**src/rtl/adof_pkg.sv**
```systemverilog
// Package for the audio decode and overlapped framing block.
// Holds payload structs, encoding codes and shared size constants.
// No dependencies.
package adof_pkg;

    localparam int MAX_FRAME_DEF = 64;
    localparam int ADV_MAX       = 4096;
    localparam int HEAD_BYTES    = 16;
    localparam int QUEUE_DEPTH   = 4;

    // Stream encoding codes
    localparam logic [2:0] ENC_ULAW   = 3'd0;
    localparam logic [2:0] ENC_ALAW   = 3'd1;
    localparam logic [2:0] ENC_LIN8   = 3'd2;
    localparam logic [2:0] ENC_LIN16  = 3'd3;
    localparam logic [2:0] ENC_SPHERE = 3'd4;

    // Configuration register indexes
    localparam logic [1:0] REG_ENCODING = 2'd0;
    localparam logic [1:0] REG_LENGTH   = 2'd1;
    localparam logic [1:0] REG_ADVANCE  = 2'd2;

    typedef struct packed {
        logic [7:0] data_byte;
        logic       end_of_stream;
    } in_item_t;

    typedef struct packed {
        logic signed [15:0] sample;
        logic               last;
        logic               not_eof;
    } out_item_t;

    // Request passed from the front end to the framing back end
    typedef struct packed {
        logic        eos;
        logic [15:0] sample;
    } q_entry_t;

endpackage

```
**src/rtl/adof_ram.sv**
```systemverilog
// Generic single write port, single read port RAM with registered read.
// No dependencies.
module adof_ram #(
    parameter int WIDTH = 16,
    parameter int DEPTH = 64
) (
    input  logic                                 clk,
    input  logic                                 we,
    input  logic [(DEPTH > 1 ? $clog2(DEPTH) : 1)-1:0] waddr,
    input  logic [WIDTH-1:0]                     wdata,
    input  logic [(DEPTH > 1 ? $clog2(DEPTH) : 1)-1:0] raddr,
    output logic [WIDTH-1:0]                     rdata
);

    logic [WIDTH-1:0] mem [DEPTH];

    always_ff @(posedge clk)
    begin
        if (we)
        begin
            mem[waddr] <= wdata;
        end
        rdata <= mem[raddr];
    end

endmodule

```
**src/rtl/adof_front.sv**
```systemverilog
// Front end: accepts stream bytes, skips the SPHERE header, pairs lin16 bytes
// and decodes samples into queue requests. Depends on adof_pkg.
module adof_front (
    input  logic                clk,
    input  logic                rst_n,
    input  logic [2:0]          encoding,
    input  logic                accept,
    input  adof_pkg::in_item_t  item,
    output logic                push,
    output adof_pkg::q_entry_t  entry
);

    typedef enum logic [1:0] {
        P_LEAD,
        P_DIGITS,
        P_DONE
    } parse_t;

    logic        phase_reg, phase_next;
    logic [7:0]  hold_reg, hold_next;
    logic        any_reg, any_next;
    logic [4:0]  hidx_reg, hidx_next;
    logic [13:0] hlen_reg, hlen_next;
    logic [13:0] skip_reg, skip_next;
    parse_t      pphase_reg, pphase_next;
    logic        neg_reg, neg_next;

    function automatic logic [15:0] ulaw_decode(input logic [7:0] b);
        logic [7:0]  u;
        logic [15:0] t;
        logic [15:0] mag;
        u   = ~b;
        t   = (16'({u[3:0], 3'b000}) + 16'h0084) << u[6:4];
        mag = t - 16'h0084;
        return u[7] ? (16'h0000 - mag) : mag;
    endfunction

    function automatic logic [15:0] alaw_decode(input logic [7:0] b);
        logic [7:0]  a;
        logic [15:0] t;
        a = b ^ 8'h55;
        t = 16'({a[3:0], 4'b0000});
        if (a[6:4] == 3'd0)
        begin
            t = t + 16'd8;
        end
        else
        begin
            t = (t + 16'h0108) << (a[6:4] - 3'd1);
        end
        return a[7] ? t : (16'h0000 - t);
    endfunction

    logic [7:0] b;
    logic       is_digit;
    logic       is_space;
    assign b        = item.data_byte;
    assign is_digit = (b >= 8'h30) && (b <= 8'h39);
    assign is_space = (b == 8'h20) || ((b >= 8'd9) && (b <= 8'd13));

    // Byte classification and next state
    always_comb
    begin
        phase_next  = phase_reg;
        hold_next   = hold_reg;
        any_next    = any_reg;
        hidx_next   = hidx_reg;
        hlen_next   = hlen_reg;
        skip_next   = skip_reg;
        pphase_next = pphase_reg;
        neg_next    = neg_reg;
        push        = 1'b0;
        entry       = '0;
        if (accept)
        begin
            if (item.end_of_stream)
            begin
                push        = 1'b1;
                entry.eos   = 1'b1;
                phase_next  = 1'b0;
                hold_next   = '0;
                any_next    = 1'b0;
                hidx_next   = '0;
                hlen_next   = '0;
                skip_next   = '0;
                pphase_next = P_LEAD;
                neg_next    = 1'b0;
            end
            else if (encoding == adof_pkg::ENC_LIN16)
            begin
                if (!phase_reg)
                begin
                    hold_next  = b;
                    phase_next = 1'b1;
                end
                else
                begin
                    phase_next   = 1'b0;
                    push         = 1'b1;
                    entry.sample = {b, hold_reg};
                    any_next     = 1'b1;
                end
            end
            else
            begin
                phase_next = 1'b0;
                if ((encoding == adof_pkg::ENC_SPHERE) && !any_reg &&
                    ((hidx_reg < 5'(adof_pkg::HEAD_BYTES)) || (skip_reg != '0)))
                begin
                    if (hidx_reg < 5'(adof_pkg::HEAD_BYTES))
                    begin
                        // Bytes 11 to 14 carry the decimal header length
                        if ((hidx_reg >= 5'd11) && (hidx_reg <= 5'd14))
                        begin
                            unique case (pphase_reg)
                                P_LEAD:
                                begin
                                    if (!is_space)
                                    begin
                                        if ((b == 8'h2B) || (b == 8'h2D))
                                        begin
                                            neg_next    = (b == 8'h2D);
                                            pphase_next = P_DIGITS;
                                        end
                                        else if (is_digit)
                                        begin
                                            hlen_next   = 14'(b - 8'h30);
                                            pphase_next = P_DIGITS;
                                        end
                                        else
                                        begin
                                            pphase_next = P_DONE;
                                        end
                                    end
                                end
                                P_DIGITS:
                                begin
                                    if (is_digit)
                                    begin
                                        hlen_next = 14'((hlen_reg * 14'd10) +
                                                        14'(b - 8'h30));
                                    end
                                    else
                                    begin
                                        pphase_next = P_DONE;
                                    end
                                end
                                P_DONE:
                                begin
                                end
                                default:
                                begin
                                end
                            endcase
                        end
                        hidx_next = hidx_reg + 5'd1;
                        if (hidx_reg == 5'(adof_pkg::HEAD_BYTES - 1))
                        begin
                            skip_next = (!neg_reg &&
                                         (hlen_reg > 14'(adof_pkg::HEAD_BYTES)))
                                        ? hlen_reg - 14'(adof_pkg::HEAD_BYTES) : '0;
                        end
                    end
                    else
                    begin
                        skip_next = skip_reg - 14'd1;
                    end
                end
                else
                begin
                    push     = 1'b1;
                    any_next = 1'b1;
                    if (encoding == adof_pkg::ENC_ALAW)
                    begin
                        entry.sample = alaw_decode(b);
                    end
                    else if (encoding == adof_pkg::ENC_LIN8)
                    begin
                        entry.sample = {8'h00, b};
                    end
                    else
                    begin
                        entry.sample = ulaw_decode(b);
                    end
                end
            end
        end
    end

    // Front end state
    always_ff @(posedge clk or negedge rst_n)
    begin
        if (!rst_n)
        begin
            phase_reg  <= 1'b0;
            hold_reg   <= '0;
            any_reg    <= 1'b0;
            hidx_reg   <= '0;
            hlen_reg   <= '0;
            skip_reg   <= '0;
            pphase_reg <= P_LEAD;
            neg_reg    <= 1'b0;
        end
        else
        begin
            phase_reg  <= phase_next;
            hold_reg   <= hold_next;
            any_reg    <= any_next;
            hidx_reg   <= hidx_next;
            hlen_reg   <= hlen_next;
            skip_reg   <= skip_next;
            pphase_reg <= pphase_next;
            neg_reg    <= neg_next;
        end
    end

endmodule

```
**src/rtl/adof_queue.sv**
```systemverilog
// Short request queue between the front end and the framing back end.
// Depends on adof_pkg.
module adof_queue (
    input  logic               clk,
    input  logic               rst_n,
    input  logic               push,
    input  adof_pkg::q_entry_t push_entry,
    input  logic               pop,
    output logic               full,
    output logic               nonempty,
    output adof_pkg::q_entry_t head
);

    localparam int DEPTH = adof_pkg::QUEUE_DEPTH;
    localparam int PW    = $clog2(DEPTH);

    adof_pkg::q_entry_t slot_reg [DEPTH];
    logic [PW-1:0]      wptr_reg, rptr_reg;
    logic [PW:0]        count_reg;

    assign full     = (count_reg == (PW+1)'(DEPTH));
    assign nonempty = (count_reg != '0);
    assign head     = slot_reg[rptr_reg];

    // Payload slots
    always_ff @(posedge clk)
    begin
        if (push)
        begin
            slot_reg[wptr_reg] <= push_entry;
        end
    end

    // Pointers and occupancy
    always_ff @(posedge clk or negedge rst_n)
    begin
        if (!rst_n)
        begin
            wptr_reg  <= '0;
            rptr_reg  <= '0;
            count_reg <= '0;
        end
        else
        begin
            if (push)
            begin
                wptr_reg <= wptr_reg + PW'(1);
            end
            if (pop)
            begin
                rptr_reg <= rptr_reg + PW'(1);
            end
            count_reg <= count_reg + (PW+1)'(push) - (PW+1)'(pop);
        end
    end

endmodule

```
**src/rtl/adof_back.sv**
```systemverilog
// Framing back end: stores samples in the frame RAM, emits frames while
// shifting the kept part down, and emits the zero frame at end of stream.
// Depends on adof_pkg and adof_ram.
module adof_back #(
    parameter int MAX_FRAME = adof_pkg::MAX_FRAME_DEF
) (
    input  logic                clk,
    input  logic                rst_n,
    input  logic [6:0]          frame_length,
    input  logic [12:0]         frame_advance,
    input  logic                q_nonempty,
    input  adof_pkg::q_entry_t  q_head,
    output logic                q_pop,
    output logic                out_valid,
    input  logic                out_stall,
    output adof_pkg::out_item_t out_data
);

    localparam int AW = (MAX_FRAME > 1) ? $clog2(MAX_FRAME) : 1;
    localparam logic [6:0]  LEN_MAX = 7'(MAX_FRAME);
    localparam logic [12:0] ADV_TOP = 13'(adof_pkg::ADV_MAX);

    typedef enum logic [2:0] {
        S_IDLE,
        S_READ,
        S_LOAD,
        S_SEND,
        S_ZERO
    } state_t;

    state_t              state_reg;
    logic [12:0]         fill_reg;
    logic                first_reg;
    logic [6:0]          idx_reg;
    logic [MAX_FRAME-1:0] valid_reg;
    logic                rd_valid_reg;
    logic                out_valid_reg;
    adof_pkg::out_item_t out_reg;

    logic [6:0]  len;
    logic [12:0] adv;
    logic [12:0] len13;
    logic [12:0] fill_inc;
    logic        adv_lt_len;
    logic [12:0] base;
    logic [12:0] fresh;
    logic        last_idx;

    // Effective register values
    always_comb
    begin
        len = frame_length;
        if (len == 7'd0)
        begin
            len = 7'd1;
        end
        else if (len > LEN_MAX)
        begin
            len = LEN_MAX;
        end
        adv = frame_advance;
        if (adv == 13'd0)
        begin
            adv = 13'd1;
        end
        else if (adv > ADV_TOP)
        begin
            adv = ADV_TOP;
        end
    end

    assign len13      = 13'(len);
    assign fill_inc   = fill_reg + 13'd1;
    assign adv_lt_len = (adv < len13);
    assign base       = adv_lt_len ? len13 - adv : '0;
    assign fresh      = adv_lt_len ? adv : len13;
    assign last_idx   = ((idx_reg + 7'd1) == len);

    // Frame RAM ports
    logic          ram_we;
    logic [AW-1:0] ram_waddr;
    logic [15:0]   ram_wdata;
    logic [15:0]   ram_rdata;
    logic [15:0]   rd_word;
    logic [12:0]   store_addr;
    logic          take_sample;

    assign take_sample = (state_reg == S_IDLE) && q_nonempty && !q_head.eos;
    assign store_addr  = first_reg ? fill_reg : base + fill_reg;
    assign rd_word     = rd_valid_reg ? ram_rdata : 16'h0000;

    always_comb
    begin
        ram_we    = 1'b0;
        ram_waddr = '0;
        ram_wdata = '0;
        if (take_sample)
        begin
            ram_we    = first_reg ? (fill_reg < len13) : (fill_reg < fresh);
            ram_waddr = store_addr[AW-1:0];
            ram_wdata = q_head.sample;
        end
        else if ((state_reg == S_LOAD) && adv_lt_len && (13'(idx_reg) >= adv))
        begin
            // Kept samples move down by the advance as they are read out
            ram_we    = 1'b1;
            ram_waddr = AW'(13'(idx_reg) - adv);
            ram_wdata = rd_word;
        end
    end

    adof_ram #(
        .WIDTH(16),
        .DEPTH(MAX_FRAME)
    ) u_store (
        .clk  (clk),
        .we   (ram_we),
        .waddr(ram_waddr),
        .wdata(ram_wdata),
        .raddr(idx_reg[AW-1:0]),
        .rdata(ram_rdata)
    );

    assign q_pop     = (state_reg == S_IDLE) && q_nonempty;
    assign out_valid = out_valid_reg;
    assign out_data  = out_reg;

    // Sequencer, frame state and output register
    always_ff @(posedge clk or negedge rst_n)
    begin
        if (!rst_n)
        begin
            state_reg     <= S_IDLE;
            fill_reg      <= '0;
            first_reg     <= 1'b1;
            idx_reg       <= '0;
            valid_reg     <= '0;
            rd_valid_reg  <= 1'b0;
            out_valid_reg <= 1'b0;
            out_reg       <= '0;
        end
        else
        begin
            if (ram_we)
            begin
                valid_reg[ram_waddr] <= 1'b1;
            end
            unique case (state_reg)
                S_IDLE:
                begin
                    idx_reg <= '0;
                    if (q_nonempty)
                    begin
                        if (q_head.eos)
                        begin
                            state_reg <= S_ZERO;
                        end
                        else
                        begin
                            fill_reg <= fill_inc;
                            if (first_reg ? (fill_inc >= len13) : (fill_inc >= adv))
                            begin
                                state_reg <= S_READ;
                            end
                        end
                    end
                end
                S_READ:
                begin
                    rd_valid_reg <= valid_reg[idx_reg[AW-1:0]];
                    state_reg    <= S_LOAD;
                end
                S_LOAD:
                begin
                    out_reg.sample  <= rd_word;
                    out_reg.last    <= last_idx;
                    out_reg.not_eof <= 1'b1;
                    out_valid_reg   <= 1'b1;
                    state_reg       <= S_SEND;
                end
                S_SEND:
                begin
                    if (!out_stall)
                    begin
                        out_valid_reg <= 1'b0;
                        if (last_idx)
                        begin
                            fill_reg  <= '0;
                            first_reg <= 1'b0;
                            state_reg <= S_IDLE;
                        end
                        else
                        begin
                            idx_reg   <= idx_reg + 7'd1;
                            state_reg <= S_READ;
                        end
                    end
                end
                S_ZERO:
                begin
                    if (!out_valid_reg)
                    begin
                        out_reg.sample  <= '0;
                        out_reg.last    <= last_idx;
                        out_reg.not_eof <= 1'b0;
                        out_valid_reg   <= 1'b1;
                    end
                    else if (!out_stall)
                    begin
                        out_valid_reg <= 1'b0;
                        if (last_idx)
                        begin
                            // End of stream returns the framer to its start
                            fill_reg  <= '0;
                            first_reg <= 1'b1;
                            valid_reg <= '0;
                            state_reg <= S_IDLE;
                        end
                        else
                        begin
                            idx_reg <= idx_reg + 7'd1;
                        end
                    end
                end
                default:
                begin
                    state_reg <= S_IDLE;
                end
            endcase
        end
    end

endmodule

```
**src/rtl/audio_decode_overlap_framer_core.sv**
```systemverilog
// Top level of the audio decode and overlapped framing block.
// Depends on adof_pkg, adof_front, adof_queue, adof_back and adof_ram.
//
// Bytes are taken at one per cycle into a front end that decodes u-law,
// A-law, lin8 or lin16 samples (skipping a SPHERE header) and places them in
// a four-entry queue. The framing back end takes one sample per cycle from
// the queue while idle; when a frame is due it reads it out of the frame RAM,
// one result sample at a time (RAM read, output load, handshake), shifting
// the kept samples down in the same pass. Input stalls once the queue fills.
// The frame RAM needs no clearing pass: a valid bit per entry makes unwritten
// entries read as zero, and both reset and end of stream clear those bits.
module audio_decode_overlap_framer_core #(
    parameter int MAX_FRAME = adof_pkg::MAX_FRAME_DEF
) (
    input  logic                clk,
    input  logic                rst_n,
    input  logic                in_valid,
    output logic                in_stall,
    input  adof_pkg::in_item_t  in_data,
    output logic                out_valid,
    input  logic                out_stall,
    output adof_pkg::out_item_t out_data,
    input  logic                cfg_we,
    input  logic [1:0]          cfg_index,
    input  logic [12:0]         cfg_wdata
);

    logic [2:0]  encoding_reg;
    logic [6:0]  length_reg;
    logic [12:0] advance_reg;

    // Configuration registers
    always_ff @(posedge clk or negedge rst_n)
    begin
        if (!rst_n)
        begin
            encoding_reg <= adof_pkg::ENC_ULAW;
            length_reg   <= 7'd64;
            advance_reg  <= 13'd64;
        end
        else if (cfg_we)
        begin
            unique case (cfg_index)
                adof_pkg::REG_ENCODING: encoding_reg <= cfg_wdata[2:0];
                adof_pkg::REG_LENGTH:   length_reg   <= cfg_wdata[6:0];
                adof_pkg::REG_ADVANCE:  advance_reg  <= cfg_wdata;
                default:
                begin
                end
            endcase
        end
    end

    logic               q_full;
    logic               q_push;
    logic               q_pop;
    logic               q_nonempty;
    adof_pkg::q_entry_t q_in;
    adof_pkg::q_entry_t q_head;
    logic               accept;

    assign in_stall = q_full;
    assign accept   = in_valid && !q_full;

    adof_front u_front (
        .clk     (clk),
        .rst_n   (rst_n),
        .encoding(encoding_reg),
        .accept  (accept),
        .item    (in_data),
        .push    (q_push),
        .entry   (q_in)
    );

    adof_queue u_queue (
        .clk       (clk),
        .rst_n     (rst_n),
        .push      (q_push),
        .push_entry(q_in),
        .pop       (q_pop),
        .full      (q_full),
        .nonempty  (q_nonempty),
        .head      (q_head)
    );

    adof_back #(
        .MAX_FRAME(MAX_FRAME)
    ) u_back (
        .clk          (clk),
        .rst_n        (rst_n),
        .frame_length (length_reg),
        .frame_advance(advance_reg),
        .q_nonempty   (q_nonempty),
        .q_head       (q_head),
        .q_pop        (q_pop),
        .out_valid    (out_valid),
        .out_stall    (out_stall),
        .out_data     (out_data)
    );

endmodule

```
**config.mk**
```make
export PLATFORM = sky130hd
export DESIGN_NAME = audio_decode_overlap_framer_core
export DESIGN_NICKNAME = d
export VERILOG_FILES = /design/src/rtl/adof_pkg.sv /design/src/rtl/adof_ram.sv /design/src/rtl/adof_front.sv /design/src/rtl/adof_queue.sv /design/src/rtl/adof_back.sv /design/src/rtl/audio_decode_overlap_framer_core.sv
export SDC_FILE = /design/constraint.sdc
export NUM_CORES = 2
export LEC_CHECK = 0
export ABC_AREA = 1
export BUFFER_PORTS_ARGS = -buffer_cell sky130_fd_sc_hd__buf_4
export CAP_MARGIN = 10
export CORE_ASPECT_RATIO = 1.4
export CORE_MARGIN = 2
export CORE_UTILIZATION = 45
export CTS_CLUSTER_SIZE = 25
export DETAILED_ROUTE_END_ITERATION = 16
export GPL_TIMING_DRIVEN = 1
export PLACE_DENSITY = 0.58
export RECOVER_POWER = 100
export SLEW_MARGIN = 20
export SYNTH_ARGS = -nofsm -noshare
export SYNTH_HDL_FRONTEND = slang
export SYNTH_HIERARCHICAL = 1
export SYNTH_SLANG_ARGS = --single-unit
```
**constraint.sdc**
```tcl
create_clock -name clk -period 8.5 [get_ports clk]
set_clock_uncertainty 0.15 [all_clocks]
set_input_delay 0.425 -clock clk [delete_from_list [all_inputs] [get_ports clk]]
set_output_delay 0.425 -clock clk [all_outputs]
set_load 0.01 [all_outputs]
```
==> run summary <==
Status - finished with violations
Failing checks - max-capacitance violations, max-slew violations
Via-to-Cell Ratio - 5.463
Ports - 49
Row cnt - 159
Top-count cell post-synth - nand2_1
RSZ-0062 raised after global routing - no
Post-synth top cells - 1820 x nand2_1, 1092 x edfxtp_1, 1017 x nand3_1
Worst setup EP type - register
PostCTS Resize Cnt - 0
Total wire length - 171.2 mm
Fillers - 12370
Critical R2R Capture - u_back/u_store/mem[14][6]
Antenna-violating nets left - 0
Seq/Total Area, Yosys - 62.36%
Die area - 0.1374 mm^2
WP buf/inv - 3
Maximum resistive drop on vdd - 0.2418 mV
Setup TNS - 0 ns
Final Cycle Share - 86.61%
Die X-Extent - 313.9 um
Number of setup buffers added after CTS - 0
Power per cell area - 316.9 mW/mm^2
Avg Cell Area, Syn - 10.13 um^2
LEAKAGE - 26.25 nW
Slew HR - -169.9%
Worst hold stages - 4
R2R Setup Slk - 1.14 ns
Worst path cell trace - nor2_1, nand2_1, nor2_1, nand2_1, nand2_1, inv_1, nor2_1, inv_1, ha_1, nand2_1, nor2_1, nand2_1, nand3_1, a21oi_1, nand2_1, o31ai_1, clkbuf_2
Total GRT Usage - 24.88%
CP top delay family - simple AND/OR/NAND/NOR gates
Starting DRC count in detailed routing - 3779
Worst hold slack - 0.06929 ns
Final Non-Filler Cells - 7870
Min-Delay Endpoint - u_front/phase_reg
Gr ovfl total - 0
Clk sinks - 1292
Share of layout cells above drive strength 1 - 6.493%
Final setup viols - 0
Worst-path maximum fanout - 60
Min-Delay Path Class - in -> reg
Critical Path Most Common Cell - nand2_1
HPWL Detailed - 106.4 mm
Main synth FF type - edfxtp_1
CTS tree - yes
CP required - 8.64 ns
Nets - 6152
WS Path Type - reg -> reg
# diodes - 0
Vias in the first global route - 41810
#FFs+latches synth - 1292
Fin. Hold Viols - 0
Design area - 0.06618 mm^2
Global-route wire length before repair - 258.4 mm
Die Y - 437.8 um
Post-Synthesis Cells - 5972
Crit path time final - 7.362 ns
CTS H-Tree Depth - 4
Root buffer cell - clkbuf_16
Initial antenna violation count - 1
Ranking of synthesized cells by area - edfxtp_1 54%, nand2_1 11%, nand3_1 8.4%
Hold path startpoint - in_valid
Dpl cell area - 0.06232 mm^2
Maxcap violations - 18
Actual slew at the worst max-slew pin - 4.049 ns
Hold buffers post-CTS - 34
Routed wire per std cell - 21.75 um
Clock Pin Slew Worst Setup and Hold Paths - 0.06 ns
Reg2Reg Depth - 17
DRT Pass-1 Iters - 6
Max clock buf depth - 3
CTS buffer count - 130
Placer Congestion - 0.9052
Core Footprint - 0.1337 mm^2
IO Port Bufs - 48
Clock latency at the later pin of the worst-skew pair - 0.77 ns
Largest net degree at the start of global routing - 188
FF-to-FF Start - advance_reg[7]
Largest area contributor in the netlist - edfxtp_1
Dpl cells - 7604
Area growth from synthesis to layout - 9.405%
Top-area cell type share of the netlist area - 54.21%
Initial Util - 45.25%
Max Slew Vio Count - 1060
Post-Syn Area - 0.06049 mm^2
Yosys warning count - 6
CP max-delay cell - clkbuf_2
Max incr delay on CP - 1.46 ns
Max FFs per register - 1024
Post-synth ARST share - 14.24%
Worst EP arrival - 7.50 ns
Max Clk Rate - 135.8 MHz
EDFF count, synth - 1092
Via count - 43000
Number of distinct library cells after synthesis - 75
Remaining DRCs - 0
Startpoint types - register
[layout by cell type, fill, tap and decap left out, types with 15 or more instances in the layout]
cell	count
inv_2	15
inv_1	352
clkinv_1	34
nor2_1	348
o22ai_1	35
clkinv_2	19
edfxtp_1	1092
xor2_1	52
nand3_1	1027
a21oi_1	151
o21ai_0	157
dfrtp_1	177
nand2_1	1824
nand2_2	30
ha_1	118
clkbuf_1	106
buf_4	55
nor3_1	35
clkbuf_16	132
dfxtp_1	16
dlygate4sd3_1	34
nand4_1	41
[per-layer routing]
metal	wire length, um	share of wire (%)	vias up	global-route usage [%]
met3	9143	5.3	285	3.024
met4	6140	3.6	0	9.099
met5	0	0	-	0
met1	68620	40	20970	31.57
li1	-	-	20460	-
met2	87300	51	1290	43.64
[how the worst max path moves through the flow]
stage | slack [ns] | end | depth (start not counted) | startpoint
final | 1.14 | u_back/u_store/mem[14][6] | 17 | advance_reg[7]
after global placement | 1.59 | u_back/u_store/mem[49][10] | 27 | advance_reg[7]
after floorplan | 2.51 | u_back/u_store/mem[0][10] | 18 | advance_reg[7]
after global routing | 0.61 | u_back/u_store/mem[12][0] | 28 | advance_reg[7]
after detailed placement | 1.60 | u_back/u_store/mem[35][6] | 27 | advance_reg[7]
after CTS | 1.56 | u_back/u_store/mem[35][4] | 27 | advance_reg[7]
[cell type report]
class	count	area, um^2	share of cell area, %
timing repair buffer	189	1211	1.830
tap	1771	2216	3.348
clock inverter	71	688.2	1.040
sequential	1292	37730	57.01
multi-input combinational	3997	19370	29.27
clock buffer	161	3462	5.231
inverter	389	1504	2.272
[tightest hold or removal path: stages]
cell and delay [ns]:
buf_4 0.11, inv_1 0.08, nor2_1 0.11, o21ai_0 0.17
[per-stage QoR]
| step | worst slack (ns) | power, mW | utilization [%] |
|---|---|---|---|
| floorplan | 2.506 | 12.99 | - |
| finish | 1.138 | 20.97 | 49.50 |
| detailed placement | 1.599 | 15.45 | 46.62 |
| CTS | 1.564 | 21.15 | 49.98 |
| global route | 0.6119 | 22.06 | 49.50 |
| global placement | 1.589 | 15.39 | 46.61 |
[power by group]
| part | leakage, nW | switching, mW | total [mW] | internal, mW |
|---|---|---|---|---|
| clock | 2.02 | 2.43 | 5.67 | 3.24 |
| sequential | 12.6 | 0.364 | 8.25 | 7.89 |
| combinational | 11.6 | 5.21 | 7.05 | 1.84 |
| total | 26.3 | 8.00 | 21.0 | 13.0 |
[cell families (layout without fill, tap and decap cells)]
group	count (synthesis)	count (layout)	share of synthesized area, %
XOR/XNOR	62	62	0.8977
buffers and inverters	688	810	5.632
AO/OA/AOI/OAI	435	435	4.222
flip-flops	1292	1292	62.36
AND/OR/NAND/NOR	3369	3369	24.23
multiplexers	1	1	0.01861
other	1	6	0.006199
adder cells (fa/ha/maj)	124	124	2.639
Note: power is estimated with default switching activity, not from simulation.
